`src/rtl/core/cscc_pkg.sv`:
```
package cscc_pkg;

    localparam int unsigned POS_W  = 25;
    localparam int unsigned CUR_W  = 12;
    localparam int unsigned LVL_W  = 13;
    localparam int unsigned RATE_W = 25;
    localparam int unsigned DLY_W  = 16;
    localparam int unsigned RUN_W  = 32;
    localparam int unsigned REP_W  = 11;
    localparam int unsigned RBC_W  = 9;
    localparam int unsigned ADDR_W = 5;
    localparam int unsigned DATA_W = 32;

    localparam logic [POS_W-1:0] POS_FULL  = 25'h100_0000;
    localparam logic [POS_W-1:0] POS_HALF  = 25'h080_0000;
    localparam logic [POS_W-1:0] NEAR_BAND = 25'd167772;

    localparam int unsigned DEF_ROLLBACK_AMOUNT   = 0;
    localparam int unsigned DEF_MALFUNCTION_CHECK = 1;
    localparam int unsigned DEF_ROLLBACK_DELAY_MS = 300;
    localparam int unsigned DEF_REPORT_PERIOD_MS  = 1000;

    typedef enum logic [1:0] {
        OP_IDLE  = 2'd0,
        OP_OPEN  = 2'd1,
        OP_CLOSE = 2'd2
    } op_t;

    typedef enum logic [1:0] {
        REQ_TICK   = 2'd0,
        REQ_STOP   = 2'd1,
        REQ_TOGGLE = 2'd2,
        REQ_GOTO   = 2'd3
    } req_t;

    typedef enum logic [2:0] {
        EV_NONE        = 3'd0,
        EV_OPEN_END    = 3'd1,
        EV_CLOSED_END  = 3'd2,
        EV_OBSTACLE    = 3'd3,
        EV_MALFUNCTION = 3'd4,
        EV_TIMEOUT     = 3'd5,
        EV_AT_TARGET   = 3'd6,
        EV_STOPPED     = 3'd7
    } ev_t;

    localparam logic [2:0] REG_OPEN_MOVING    = 3'd0;
    localparam logic [2:0] REG_CLOSE_MOVING   = 3'd1;
    localparam logic [2:0] REG_OPEN_OBSTACLE  = 3'd2;
    localparam logic [2:0] REG_CLOSE_OBSTACLE = 3'd3;
    localparam logic [2:0] REG_OPEN_RATE      = 3'd4;
    localparam logic [2:0] REG_CLOSE_RATE     = 3'd5;
    localparam logic [2:0] REG_SENSING_DELAY  = 3'd6;
    localparam logic [2:0] REG_MAX_RUN        = 3'd7;

    typedef struct packed {
        logic [CUR_W-1:0]  open_moving_level;
        logic [CUR_W-1:0]  close_moving_level;
        logic [LVL_W-1:0]  open_obstacle_level;
        logic [LVL_W-1:0]  close_obstacle_level;
        logic [RATE_W-1:0] open_rate;
        logic [RATE_W-1:0] close_rate;
        logic [DLY_W-1:0]  sensing_delay_ms;
        logic [RUN_W-1:0]  max_run_ms;
    } cfg_t;

    typedef struct packed {
        op_t               op;
        logic              last_close;
        logic [POS_W-1:0]  pos;
        logic [POS_W-1:0]  target;
        logic [RUN_W-1:0]  run_ms;
        logic [REP_W-1:0]  report_ms;
        logic [RBC_W-1:0]  rb_count;
        logic              rb_pending;
        logic              rb_to_open;
    } state_t;

    typedef struct packed {
        op_t              drive;
        logic [POS_W-1:0] pos;
        ev_t              event_code;
        logic             report;
    } result_t;

endpackage

```
`src/rtl/core/current_sensed_cover_controller.sv`:
```
// Motorized cover controller with current sensing and time-based position.
//
// Request channel: in_valid/in_stall with req_type (tick, stop, toggle, go to
// position), goal_position and the two sampled motor currents. One request
// is sent per 1 ms tick plus any commands.
// Result channel: out_valid/out_stall with motor_drive, estimated_position,
// event_code and report_state; exactly one result per request, in order.
// Registers are written over the APB port (byte address 4*index). The user must
// write only while no request is in flight; the block does not enforce it.
// Reads return the stored values, pready is tied high.
//
// A request passes from the input register through the single-pass update
// into the result register. Throughput: one request per cycle while the result
// is not stalled; the update is a short chain of add, compare and select logic.
// A stalled result holds; the input register still takes one more request,
// after which in_stall rises until the result is taken.
// Reset: cover idle, position half open, registers at their defaults.
module current_sensed_cover_controller #(
    parameter int unsigned ROLLBACK_AMOUNT   = cscc_pkg::DEF_ROLLBACK_AMOUNT,
    parameter int unsigned MALFUNCTION_CHECK = cscc_pkg::DEF_MALFUNCTION_CHECK,
    parameter int unsigned ROLLBACK_DELAY_MS = cscc_pkg::DEF_ROLLBACK_DELAY_MS,
    parameter int unsigned REPORT_PERIOD_MS  = cscc_pkg::DEF_REPORT_PERIOD_MS
) (
    input  logic                          clk,
    input  logic                          rst_n,

    input  logic                          in_valid,
    output logic                          in_stall,
    input  logic [1:0]                    req_type,
    input  logic [cscc_pkg::POS_W-1:0]    goal_position,
    input  logic [cscc_pkg::CUR_W-1:0]    open_current,
    input  logic [cscc_pkg::CUR_W-1:0]    close_current,

    output logic                          out_valid,
    input  logic                          out_stall,
    output logic [1:0]                    motor_drive,
    output logic [cscc_pkg::POS_W-1:0]    estimated_position,
    output logic [2:0]                    event_code,
    output logic                          report_state,

    input  logic                          psel,
    input  logic                          penable,
    input  logic                          pwrite,
    input  logic [cscc_pkg::ADDR_W-1:0]   paddr,
    input  logic [cscc_pkg::DATA_W-1:0]   pwdata,
    output logic [cscc_pkg::DATA_W-1:0]   prdata,
    output logic                          pready
);

    cscc_pkg::cfg_t    cfg_reg;
    cscc_pkg::state_t  state_reg;
    cscc_pkg::state_t  state_next;
    cscc_pkg::result_t result_next;
    cscc_pkg::result_t res_reg;

    logic                        in_vld_reg;
    cscc_pkg::req_t              req_reg;
    logic [cscc_pkg::POS_W-1:0]  goal_reg;
    logic [cscc_pkg::CUR_W-1:0]  oc_reg;
    logic [cscc_pkg::CUR_W-1:0]  cc_reg;
    logic                        out_vld_reg;

    logic                        advance;
    logic                        in_take;
    logic                        cfg_wr;
    logic [2:0]                  cfg_idx;

    assign advance  = in_vld_reg && (!out_vld_reg || !out_stall);
    assign in_stall = in_vld_reg && !advance;
    assign in_take  = in_valid && !in_stall;

    assign cfg_wr  = psel && penable && pwrite;
    assign cfg_idx = paddr[4:2];
    assign pready  = 1'b1;

    always_ff @(posedge clk or negedge rst_n)
    begin
        if (!rst_n)
        begin
            cfg_reg.open_moving_level    <= 12'd100;
            cfg_reg.close_moving_level   <= 12'd100;
            cfg_reg.open_obstacle_level  <= 13'd4096;
            cfg_reg.close_obstacle_level <= 13'd4096;
            cfg_reg.open_rate            <= 25'd1678;
            cfg_reg.close_rate           <= 25'd1678;
            cfg_reg.sensing_delay_ms     <= 16'd1000;
            cfg_reg.max_run_ms           <= '1;
        end
        else if (cfg_wr)
        begin
            unique case (cfg_idx)
                cscc_pkg::REG_OPEN_MOVING:
                    cfg_reg.open_moving_level <= pwdata[cscc_pkg::CUR_W-1:0];
                cscc_pkg::REG_CLOSE_MOVING:
                    cfg_reg.close_moving_level <= pwdata[cscc_pkg::CUR_W-1:0];
                cscc_pkg::REG_OPEN_OBSTACLE:
                    cfg_reg.open_obstacle_level <= pwdata[cscc_pkg::LVL_W-1:0];
                cscc_pkg::REG_CLOSE_OBSTACLE:
                    cfg_reg.close_obstacle_level <= pwdata[cscc_pkg::LVL_W-1:0];
                cscc_pkg::REG_OPEN_RATE:
                    cfg_reg.open_rate <= pwdata[cscc_pkg::RATE_W-1:0];
                cscc_pkg::REG_CLOSE_RATE:
                    cfg_reg.close_rate <= pwdata[cscc_pkg::RATE_W-1:0];
                cscc_pkg::REG_SENSING_DELAY:
                    cfg_reg.sensing_delay_ms <= pwdata[cscc_pkg::DLY_W-1:0];
                cscc_pkg::REG_MAX_RUN:
                    cfg_reg.max_run_ms <= pwdata[cscc_pkg::RUN_W-1:0];
            endcase
        end
    end

    always_comb
    begin
        unique case (cfg_idx)
            cscc_pkg::REG_OPEN_MOVING:
                prdata = cscc_pkg::DATA_W'(cfg_reg.open_moving_level);
            cscc_pkg::REG_CLOSE_MOVING:
                prdata = cscc_pkg::DATA_W'(cfg_reg.close_moving_level);
            cscc_pkg::REG_OPEN_OBSTACLE:
                prdata = cscc_pkg::DATA_W'(cfg_reg.open_obstacle_level);
            cscc_pkg::REG_CLOSE_OBSTACLE:
                prdata = cscc_pkg::DATA_W'(cfg_reg.close_obstacle_level);
            cscc_pkg::REG_OPEN_RATE:
                prdata = cscc_pkg::DATA_W'(cfg_reg.open_rate);
            cscc_pkg::REG_CLOSE_RATE:
                prdata = cscc_pkg::DATA_W'(cfg_reg.close_rate);
            cscc_pkg::REG_SENSING_DELAY:
                prdata = cscc_pkg::DATA_W'(cfg_reg.sensing_delay_ms);
            cscc_pkg::REG_MAX_RUN:
                prdata = cfg_reg.max_run_ms;
        endcase
    end

    // input register
    always_ff @(posedge clk or negedge rst_n)
    begin
        if (!rst_n)
        begin
            in_vld_reg <= 1'b0;
        end
        else if (in_take)
        begin
            in_vld_reg <= 1'b1;
        end
        else if (advance)
        begin
            in_vld_reg <= 1'b0;
        end
    end

    always_ff @(posedge clk)
    begin
        if (in_take)
        begin
            req_reg  <= cscc_pkg::req_t'(req_type);
            goal_reg <= goal_position;
            oc_reg   <= open_current;
            cc_reg   <= close_current;
        end
    end

    cscc_step #(
        .ROLLBACK_AMOUNT   (ROLLBACK_AMOUNT),
        .MALFUNCTION_CHECK (MALFUNCTION_CHECK),
        .ROLLBACK_DELAY_MS (ROLLBACK_DELAY_MS),
        .REPORT_PERIOD_MS  (REPORT_PERIOD_MS)
    ) u_step (
        .state      (state_reg),
        .cfg        (cfg_reg),
        .req        (req_reg),
        .goal       (goal_reg),
        .oc         (oc_reg),
        .cc         (cc_reg),
        .state_next (state_next),
        .result     (result_next)
    );

    always_ff @(posedge clk or negedge rst_n)
    begin
        if (!rst_n)
        begin
            state_reg.op         <= cscc_pkg::OP_IDLE;
            state_reg.last_close <= 1'b0;
            state_reg.pos        <= cscc_pkg::POS_HALF;
            state_reg.target     <= '0;
            state_reg.run_ms     <= '0;
            state_reg.report_ms  <= '0;
            state_reg.rb_count   <= '0;
            state_reg.rb_pending <= 1'b0;
            state_reg.rb_to_open <= 1'b0;
            out_vld_reg          <= 1'b0;
        end
        else
        begin
            if (advance)
            begin
                state_reg   <= state_next;
                out_vld_reg <= 1'b1;
            end
            else if (!out_stall)
            begin
                out_vld_reg <= 1'b0;
            end
        end
    end

    always_ff @(posedge clk)
    begin
        if (advance)
        begin
            res_reg <= result_next;
        end
    end

    assign out_valid          = out_vld_reg;
    assign motor_drive        = res_reg.drive;
    assign estimated_position = res_reg.pos;
    assign event_code         = res_reg.event_code;
    assign report_state       = res_reg.report;

    // any stop event leaves the motor idle and asks for a report
    a_event_stops: assert property (@(posedge clk) disable iff (!rst_n)
        out_vld_reg && (res_reg.event_code != cscc_pkg::EV_NONE)
            |-> res_reg.report && (res_reg.drive == cscc_pkg::OP_IDLE))
        else $error("stop event without idle drive and report");

    a_pos_range: assert property (@(posedge clk) disable iff (!rst_n)
        state_reg.pos <= cscc_pkg::POS_FULL)
        else $error("position estimate beyond fully open");

    a_result_follows: assert property (@(posedge clk) disable iff (!rst_n)
        advance |=> out_vld_reg && (res_reg.pos == state_reg.pos)
                    && (res_reg.drive == state_reg.op))
        else $error("result register does not match updated state");

    a_rollback_off: assert property (@(posedge clk) disable iff (!rst_n)
        (ROLLBACK_AMOUNT == 0) |-> !state_reg.rb_pending)
        else $error("rollback pending with rollback disabled");

endmodule

```
`src/rtl/core/cscc_step.sv`:
```
module cscc_step #(
    parameter int unsigned ROLLBACK_AMOUNT   = cscc_pkg::DEF_ROLLBACK_AMOUNT,
    parameter int unsigned MALFUNCTION_CHECK = cscc_pkg::DEF_MALFUNCTION_CHECK,
    parameter int unsigned ROLLBACK_DELAY_MS = cscc_pkg::DEF_ROLLBACK_DELAY_MS,
    parameter int unsigned REPORT_PERIOD_MS  = cscc_pkg::DEF_REPORT_PERIOD_MS
) (
    input  cscc_pkg::state_t                   state,
    input  cscc_pkg::cfg_t                     cfg,
    input  cscc_pkg::req_t                     req,
    input  logic [cscc_pkg::POS_W-1:0]         goal,
    input  logic [cscc_pkg::CUR_W-1:0]         oc,
    input  logic [cscc_pkg::CUR_W-1:0]         cc,
    output cscc_pkg::state_t                   state_next,
    output cscc_pkg::result_t                  result
);

    localparam logic [cscc_pkg::POS_W-1:0] RB_AMT   = cscc_pkg::POS_W'(ROLLBACK_AMOUNT);
    localparam logic [cscc_pkg::RBC_W-1:0] RB_DELAY = cscc_pkg::RBC_W'(ROLLBACK_DELAY_MS);
    localparam logic [cscc_pkg::REP_W-1:0] REP_PER  = cscc_pkg::REP_W'(REPORT_PERIOD_MS);
    localparam logic MAL_EN = (MALFUNCTION_CHECK != 0);
    localparam logic RB_EN  = (ROLLBACK_AMOUNT != 0);

    logic [cscc_pkg::POS_W-1:0] goal_sat;
    logic [cscc_pkg::POS_W-1:0] goal_diff;
    logic [cscc_pkg::RBC_W-1:0] rb_dec;
    logic                       rb_fire;
    logic [cscc_pkg::POS_W:0]   rb_up_sum;
    logic [cscc_pkg::POS_W-1:0] rb_up;
    logic [cscc_pkg::POS_W-1:0] rb_dn;
    logic [cscc_pkg::REP_W-1:0] rep_inc;
    logic [cscc_pkg::RUN_W-1:0] run_inc;
    logic [cscc_pkg::POS_W:0]   pos_up_sum;
    logic [cscc_pkg::POS_W-1:0] pos_up;
    logic [cscc_pkg::POS_W-1:0] pos_dn;
    logic [cscc_pkg::POS_W-1:0] pos_mv;
    logic                       delay_over;
    logic                       oc_moving;
    logic                       cc_moving;
    logic                       oc_obstacle;
    logic                       cc_obstacle;

    function automatic cscc_pkg::state_t begin_move(cscc_pkg::state_t s, cscc_pkg::op_t dir);
        cscc_pkg::state_t r;
        r = s;
        if (dir != s.op)
        begin
            if (dir != cscc_pkg::OP_IDLE)
            begin
                r.last_close = (dir == cscc_pkg::OP_CLOSE);
            end
            r.op     = dir;
            r.run_ms = '0;
        end
        return r;
    endfunction

    assign goal_sat  = (goal > cscc_pkg::POS_FULL) ? cscc_pkg::POS_FULL : goal;
    assign goal_diff = (goal_sat > state.pos) ? goal_sat - state.pos : state.pos - goal_sat;

    assign rb_dec    = (state.rb_count != '0) ? state.rb_count - 1'b1 : '0;
    assign rb_fire   = state.rb_pending && (rb_dec == '0);
    assign rb_up_sum = {1'b0, state.pos} + {1'b0, RB_AMT};
    assign rb_up     = (rb_up_sum > {1'b0, cscc_pkg::POS_FULL}) ? cscc_pkg::POS_FULL
                                                                 : rb_up_sum[cscc_pkg::POS_W-1:0];
    assign rb_dn     = (state.pos > RB_AMT) ? state.pos - RB_AMT : '0;

    assign rep_inc = (state.report_ms != '1) ? state.report_ms + 1'b1 : state.report_ms;
    assign run_inc = (state.run_ms != '1) ? state.run_ms + 1'b1 : state.run_ms;

    assign pos_up_sum = {1'b0, state.pos} + {1'b0, cfg.open_rate};
    assign pos_up     = (pos_up_sum > {1'b0, cscc_pkg::POS_FULL}) ? cscc_pkg::POS_FULL
                                                                   : pos_up_sum[cscc_pkg::POS_W-1:0];
    assign pos_dn     = (state.pos > cfg.close_rate) ? state.pos - cfg.close_rate : '0;
    assign pos_mv     = (state.op == cscc_pkg::OP_OPEN) ? pos_up : pos_dn;

    assign delay_over  = run_inc > {{(cscc_pkg::RUN_W-cscc_pkg::DLY_W){1'b0}}, cfg.sensing_delay_ms};
    assign oc_moving   = oc > cfg.open_moving_level;
    assign cc_moving   = cc > cfg.close_moving_level;
    assign oc_obstacle = {1'b0, oc} > cfg.open_obstacle_level;
    assign cc_obstacle = {1'b0, cc} > cfg.close_obstacle_level;

    always_comb
    begin
        cscc_pkg::state_t nx;
        cscc_pkg::ev_t    ev;
        logic             obstacle;
        logic             hit_target;
        logic             stopped;
        logic             report;

        nx         = state;
        ev         = cscc_pkg::EV_NONE;
        obstacle   = 1'b0;
        hit_target = 1'b0;
        stopped    = 1'b0;
        report     = 1'b0;

        unique case (req)
            cscc_pkg::REQ_STOP:
            begin
                nx     = begin_move(state, cscc_pkg::OP_IDLE);
                ev     = cscc_pkg::EV_STOPPED;
                report = 1'b1;
            end
            cscc_pkg::REQ_TOGGLE:
            begin
                if (state.op != cscc_pkg::OP_IDLE)
                begin
                    nx     = begin_move(state, cscc_pkg::OP_IDLE);
                    ev     = cscc_pkg::EV_STOPPED;
                    report = 1'b1;
                end
                else if (state.pos == '0 || state.last_close)
                begin
                    nx        = begin_move(state, cscc_pkg::OP_OPEN);
                    nx.target = cscc_pkg::POS_FULL;
                end
                else
                begin
                    nx        = begin_move(state, cscc_pkg::OP_CLOSE);
                    nx.target = '0;
                end
            end
            cscc_pkg::REQ_GOTO:
            begin
                // ignore goals inside the near band
                if (goal_diff > cscc_pkg::NEAR_BAND)
                begin
                    nx = begin_move(state, (goal_sat < state.pos) ? cscc_pkg::OP_CLOSE
                                                                   : cscc_pkg::OP_OPEN);
                    nx.target = goal_sat;
                end
            end
            cscc_pkg::REQ_TICK:
            begin
                if (rb_fire)
                begin
                    // rollback wait expired: start the reverse move, nothing else
                    nx            = begin_move(state, state.rb_to_open ? cscc_pkg::OP_OPEN
                                                                       : cscc_pkg::OP_CLOSE);
                    nx.rb_count   = rb_dec;
                    nx.rb_pending = 1'b0;
                    nx.target     = state.rb_to_open ? rb_up : rb_dn;
                end
                else
                begin
                    nx.rb_count  = state.rb_pending ? rb_dec : state.rb_count;
                    nx.report_ms = rep_inc;
                    if (state.op != cscc_pkg::OP_IDLE)
                    begin
                        nx.pos = pos_mv;
                        if (state.op == cscc_pkg::OP_OPEN)
                        begin
                            hit_target = (state.target == cscc_pkg::POS_FULL)
                                       ? (delay_over && !oc_moving) : (pos_mv >= state.target);
                            if (MAL_EN && cc_moving)
                            begin
                                ev = cscc_pkg::EV_MALFUNCTION;
                            end
                            else if (oc_obstacle)
                            begin
                                ev       = cscc_pkg::EV_OBSTACLE;
                                obstacle = 1'b1;
                            end
                            else if (delay_over && !oc_moving)
                            begin
                                ev     = cscc_pkg::EV_OPEN_END;
                                nx.pos = cscc_pkg::POS_FULL;
                            end
                        end
                        else
                        begin
                            hit_target = (state.target == '0)
                                       ? (delay_over && !cc_moving) : (pos_mv <= state.target);
                            if (MAL_EN && oc_moving)
                            begin
                                ev = cscc_pkg::EV_MALFUNCTION;
                            end
                            else if (cc_obstacle)
                            begin
                                ev       = cscc_pkg::EV_OBSTACLE;
                                obstacle = 1'b1;
                            end
                            else if (delay_over && !cc_moving)
                            begin
                                ev     = cscc_pkg::EV_CLOSED_END;
                                nx.pos = '0;
                            end
                        end

                        if (ev == cscc_pkg::EV_NONE && run_inc > cfg.max_run_ms)
                        begin
                            ev = cscc_pkg::EV_TIMEOUT;
                        end
                        else if (ev == cscc_pkg::EV_NONE && hit_target)
                        begin
                            ev = cscc_pkg::EV_AT_TARGET;
                        end

                        stopped = (ev != cscc_pkg::EV_NONE);
                        if (stopped)
                        begin
                            nx.op     = cscc_pkg::OP_IDLE;
                            nx.run_ms = '0;
                            report    = 1'b1;
                        end
                        else
                        begin
                            nx.run_ms = run_inc;
                            if (rep_inc >= REP_PER)
                            begin
                                report       = 1'b1;
                                nx.report_ms = '0;
                            end
                        end

                        if (RB_EN && obstacle)
                        begin
                            nx.rb_pending = 1'b1;
                            nx.rb_count   = RB_DELAY;
                            nx.rb_to_open = (state.op == cscc_pkg::OP_CLOSE);
                        end
                    end
                end
            end
            default:
            begin
                nx = state;
            end
        endcase

        state_next        = nx;
        result.drive      = nx.op;
        result.pos        = nx.pos;
        result.event_code = ev;
        result.report     = report;
    end

endmodule

```
`config.mk`:
```
export PLATFORM = sky130hd
export DESIGN_NAME = current_sensed_cover_controller
export DESIGN_NICKNAME = d
export VERILOG_FILES = /design/src/rtl/core/cscc_pkg.sv /design/src/rtl/core/current_sensed_cover_controller.sv /design/src/rtl/core/cscc_step.sv
export SDC_FILE = /design/constraint.sdc
export NUM_CORES = 1
export LEC_CHECK = 0
export BUFFER_PORTS_ARGS = -buffer_cell sky130_fd_sc_hd__buf_2
export CAP_MARGIN = 0
export CORE_MARGIN = 5
export CORE_UTILIZATION = 48
export CTS_CLUSTER_SIZE = 8
export DETAILED_ROUTE_END_ITERATION = 10
export PLACE_DENSITY = 0.67
export SKIP_LAST_GASP = 1
export SLEW_MARGIN = 10
export SYNTH_ARGS = -nofsm -noshare
export SYNTH_HDL_FRONTEND = slang
export SYNTH_SLANG_ARGS = --single-unit
```
`constraint.sdc`:
```
create_clock -name clk -period 10.7 [get_ports clk]
set_clock_uncertainty 0.05 [all_clocks]
set_input_delay 1.07 -clock clk [delete_from_list [all_inputs] [get_ports clk]]
set_output_delay 1.07 -clock clk [all_outputs]
set_load 0.1 [all_outputs]
```
# Word level (Yosys, flattened, before mapping)
# Cells that the tools add are included.
# Widths: inputs -> output; s select.
# word_totals
register_bits,339
inputBits,95
out_inout_bits,66
word_cells,223
# classes
n_addsub,7
n_lt_le_gt_ge,17
eq_ne,37
n_mux,86
bitwise,4
reduce_logical,45
# ops
cell,count
$mux 25,18
$pmux 107 s4,1
$mux 107,3
$pmux 32 s8,1
$mux 32,7
$sub 25x25->25,3
$mux 3,20
$mux 52,1
$gt 25x25->1,2
$gt 25x25->1 const B,2
$logic_not 25->1,2
$mux 43,1
$mux 11,3
$add 32x1->32 const B,1
$gt 32x16->1,1
$gt 32x32->1,1
$ne 32x32->1 const B,1
$add 25x25->26,1
$gt 12x13->1,2
$gt 26x25->1 const B,1
$eq 25x25->1 const B,1
$ge 25x25->1,1
$gt 25x1->1 const B,1
$gt 25x18->1 const B,1
41 further kinds,120

# Logic depth before layout (Yosys ltp)
# logic_depth
ltp_word,23
mapped_depth,30
mapped_depth_nobuf,29

# Hierarchy
# Synthesis repeated with hierarchy kept, for this count alone.
# hier_totals
cells_unflattened,2756
area_unflattened_um2,26391.6
# modules_own_cells
mod,instances,cells_per_inst,area_each_um2,seq_area_each_um2
current_sensed_cover_controller,1,792,13304.0,8967.4
cscc_step,1,1964,13087.6,0.0

# Worst setup path before layout
# OpenSTA, ideal clock, no wires.
# synth_path
path_kind,register to register
from,register state_reg[80] (netlist bit)
to,register state_reg[11] (netlist bit)
setup_time_ns,0.123
arrival_ns,6.184
required_ns,10.527
setup_slack_ns,4.343
path_stages_with_launch,28
path_buffers,2
synth_period_minus_slack_ns,6.357
path_cell_list,dfrtp_1 > ha_1 > a21o_1 > a21o_1 > a2111oi_2 > o21bai_1 > a22oi_1 > a211oi_1 > a221oi_1 > o21ai_0 > xor2_1 > o311a_1 > clkbuf_1 > clkbuf_1 > o22ai_1 > ha_1 > nand4_1 > nor3_1 > o221ai_1 > and4b_1 > o211ai_1 > o311ai_0 > o22ai_2 > o2111ai_4 > nor3b_4 > or2b_2 > nand2b_1 > o21ai_1
# synth_via
elab_chain_len,21
elab_cells_between_ends,26
cone_classes,add/sub (2); order compare (4); mux (18); reduce/logical (2)
# synth_rtl
element,line,source
start: declaration,current_sensed_cover_controller.sv:51,cscc_pkg::state_t state_reg;
start signal: assignment,current_sensed_cover_controller.sv:197,state_reg <= state_next;
$add 25x25->26,cscc_step.sv:70,"assign pos_up_sum = {1'b0, state.pos} + {1'b0, cfg.open_rate};"
$gt 26x25->1,cscc_step.sv:71,"assign pos_up = (pos_up_sum > {1'b0, cscc_pkg::POS_FULL}) ? cscc_pkg::POS_FULL"
$mux 25,cscc_step.sv:71,
$mux 25 (*),cscc_step.sv:74,assign pos_mv = (state.op == cscc_pkg::OP_OPEN) ? pos_up : pos_dn;
$le 25x25->1 / $ge 25x25->1 (equally long branches),"cscc_step.sv:174, cscc_step.sv:155",
$mux 1 (on tied branches),"cscc_step.sv:174, cscc_step.sv:155",
$mux 1 (*),cscc_step.sv:152,if (state.op == cscc_pkg::OP_OPEN)
$mux 1 (*),cscc_step.sv:149,if (state.op != cscc_pkg::OP_IDLE)
[... 5 more ...],n/a,
$mux 3 (*),cscc_step.sv:149,
$mux 3 (*),cscc_step.sv:136,if (rb_fire)
$mux 3 (*),cscc_step.sv:98,unique case (req)
$reduce_bool 3->1 (*),cscc_step.sv:200,stopped = (ev != cscc_pkg::EV_NONE);
$mux 11 (*),cscc_step.sv:201,if (stopped)
$mux 43 (*),cscc_step.sv:149,
$mux 52 (*),cscc_step.sv:136,
$pmux 107 s4 (*),cscc_step.sv:98,
# Every way passes the cells marked *; elsewhere a longest branch is shown, timed or not. The select of a mux whose other input is x is not followed.
# A chain may end at the register's enable or synchronous reset.

# Final worst setup path
# layout_path
from,register state_reg[80] (netlist bit)
to,register state_reg[47] (netlist bit)
# layout_via
elab_chain_len,21
elab_cells_between_ends,43
cone_classes,add/sub (4); order compare (7); eq/ne (5); mux (22); reduce/logical (5)
# layout_rtl
element,line
$add 25x25->26,cscc_step.sv:70
$gt 26x25->1,cscc_step.sv:71
$mux 25,cscc_step.sv:71
$mux 25,cscc_step.sv:74
$le 25x25->1 / $ge 25x25->1 (equally long branches),"cscc_step.sv:174, cscc_step.sv:155"
$mux 1 (on tied branches),"cscc_step.sv:174, cscc_step.sv:155"
$mux 1,cscc_step.sv:152
$mux 1,cscc_step.sv:149
[... 5 more ...],n/a
$mux 3,cscc_step.sv:149
$mux 3,cscc_step.sv:136
$mux 3,cscc_step.sv:98
$reduce_bool 3->1,cscc_step.sv:200
$mux 32,cscc_step.sv:201
$mux 43,cscc_step.sv:149
$mux 52,cscc_step.sv:136
$pmux 107 s4,cscc_step.sv:98
# Several ways; a longest one is shown, not always the timed one. The select of a mux whose other input is x is not followed.

==> results.md <==
- Post-Route WL: just under 80000 µm
- Sum of negative setup slack: 0 ns
- Share of layout cells above drive strength 1: 0.140
- Port bufs: 157
- I/O pins: between 150 and 200
- FMAX: about 0.12 GHz
- Syn Nets: 3002
- PostCTS Resize Cnt: 0
- Synthesized area per cell: 9.03 µm²
- Wire length on met1: 35800 µm
- Initial antenna violation count: 1
- Pre-CTS setup slack: 2.30 ns
- CTS Hold Buffers Added: 0
- Slew of the pin with the lowest slew margin: 1.19 ns
- Drt drc: 0
- # fillers: 4638
- FFs w/ async S/R, synth: 0.750
- Peak VDD IR: 112 µV
- Remaining Overflow, GRT: 0
- CP arrival: 9.13 ns
- Area Growth Syn to Fin: 11.0%
- DIE HEIGHT: 235 µm
- Cells after DPL: 3404
- Hpwl dp: approximately 60000 µm
- Clock Root Buffer: clkbuf_16
- DRT antenna net count: 0
- CP Capture Type: flop
- Core ar.: 50100 µm²
- Total power: 6.30 mW
- Final Hold Vio Count: 0
- Max reg flops: 148
- Largest net degree at the start of global routing: about 110
- ANT cells: 0
- Overall die area: between 50000 and 60000 µm²
- DRT Pass-1 Iters: 6
- Clk Latency, worst-skew pair: 0.60 ns
- Worst-path clk slew: 0.06 ns
- GR Util All Layers: 0.274
- Crit start category: flop
- Starting density of the core: 0.484
- Fin nets: 3102
- EDFF count, synth: around 80
- Type of the worst min-delay path: input port to asynchronous set/reset pin
- Num CTS Buffers: 47
- Syn Inst Count: 2681
- Final hold slack: 0.462 ns
- Rows: 82
- Vias per Instance: 6.12
- Cell Area, Synth: 24200 µm²
- Die X-Extent: roughly 230 µm
- Synth warnings: 0
- Final period util: 0.811
- CTS tree: done
- First-pass GRT wire length: roughly 120000 µm
- Seq cells post-synth: around 330
- Vias in the first global route: 20600
- Prevailing post-synth register cell: dfrtp_1
- CTS H-tree depth: 2
- Finished Layout Cells: 3490
- GPL Wtd Cong: approximately 0.96
- Via count: 21400
- CTS Buffer Depth: 3
- Fin util: 0.537
- Drt wl/cell: 22.5 µm
- Starting DRT DRC Count: 2193
- Most frequent cells in the layout: 294 x nand2_1, 247 x inv_1, 222 x ha_1
- Final setup margin: 2.02 ns
- Unrepaired setup endpoints after global routing: false
- CTS sink count: ~330
- Period minus WS final: 8.68 ns
- Met2 WL: 33900 µm
- Outcome: completed
- Yosys cell types: approximately 110
- Worst-path fanout max: 21
- Relative slew slack: 0.200
- Leak: ~12 nW
- Final instance area: 26900 µm²
- Setup-failing EPs final: 0
- Max Slew Vio Count: 0
- Most common cell after layout, fill and taps aside: nand2_1
- Power per standard cell area: 234 nW/µm²
- Register area share after synthesis: 0.359
- Max Cap Viol: 0
- Placed cell area: 25500 µm²
- Crit Path Class: flop to flop
- CP required: 11.15 ns
- Top layer used by detailed routing: met5
- Met3 wire length: about 6500 µm
- Setup repair bufs after CTS: 0
final timing paths:
path,from,end,slack (ns),cells past startpoint
worst max register to register,state_reg[80],state_reg[47],2.02,25
max in group asynchronous,rst_n,cfg_reg[133],8.57,2
worst min register to register,in_vld_reg,out_valid,0.46,1
min in group clk,in_vld_reg,out_valid,0.46,1
worst min-delay path,rst_n,cfg_reg[100],0.46,1
worst max-delay path,state_reg[80],state_reg[47],2.02,25
logic make-up after synthesis:
kind of cell	count (synthesis)	synth area share
compound gates	780	0.217
xor+xnor	92	0.0333
fa+ha+maj	227	0.118
buf+inv	375	0.0620
flops	328	0.359
mux	108	0.0535
other cells	1	0.000155
simple gates	770	0.157
cell usage after synthesis (all sizes together) (59+ instances only):
library cell / n / area share
a21oi: 154 / 0.033
dfrtp: 187 / 0.19
ha: 222 / 0.11
dfstp: 59 / 0.064
clkbuf: 80 / 0.012
nand2: 295 / 0.046
mux2: 59 / 0.027
nand4: 68 / 0.018
o21ai: 217 / 0.045
edfxtp: 82 / 0.10
inv: 248 / 0.038
nor2: 123 / 0.019
routing by layer:
layer  track usage  vias to the layer above
met5             0                        -
met4        0.0784                        2
met3        0.0428                      129
met2         0.413                      899
met1         0.410                    10400
li1              -                     9944
where the power goes:
part,leakage (nW),internal (mW),switching [mW],total (mW)
Clock,0.669,0.854,0.590,1.44
Combinational,7.84,1.05,2.00,3.05
Sequential,3.80,1.56,0.248,1.81
critical path: stages (launching register included):
cell and delay, ns:
dfrtp_1 0.66, ha_1 0.33, a21o_1 0.15, a21o_1 0.21, a2111oi_2 0.46, o21bai_1 0.22
a22oi_1 0.35, a211oi_1 0.21, a221oi_1 0.51, o21ai_0 0.24, xor2_1 0.30, o311a_1 0.74
o22ai_1 0.22, ha_1 0.38, nand4_1 0.15, nor3_1 0.40, o221ai_1 0.30, and4b_1 0.31
o211ai_1 0.19, o311ai_0 0.19, o22ai_2 0.39, o2111ai_4 0.29, or2_1 0.64, inv_2 0.38
o21ai_0 0.13, a31oi_1 0.17
area by class of cell:
type | count | area (µm²) | share of cell area
clock buffer | 83 | 1350 | 0.0503
clock inverter | 3 | 55.1 | 0.00205
inverter | 249 | 935 | 0.0348
multi-input combinational | 1978 | 14100 | 0.523
sequential | 328 | 8690 | 0.323
tap | 672 | 841 | 0.0313
timing repair buffer | 177 | 946 | 0.0352
(Power assumes the default switching activity.)
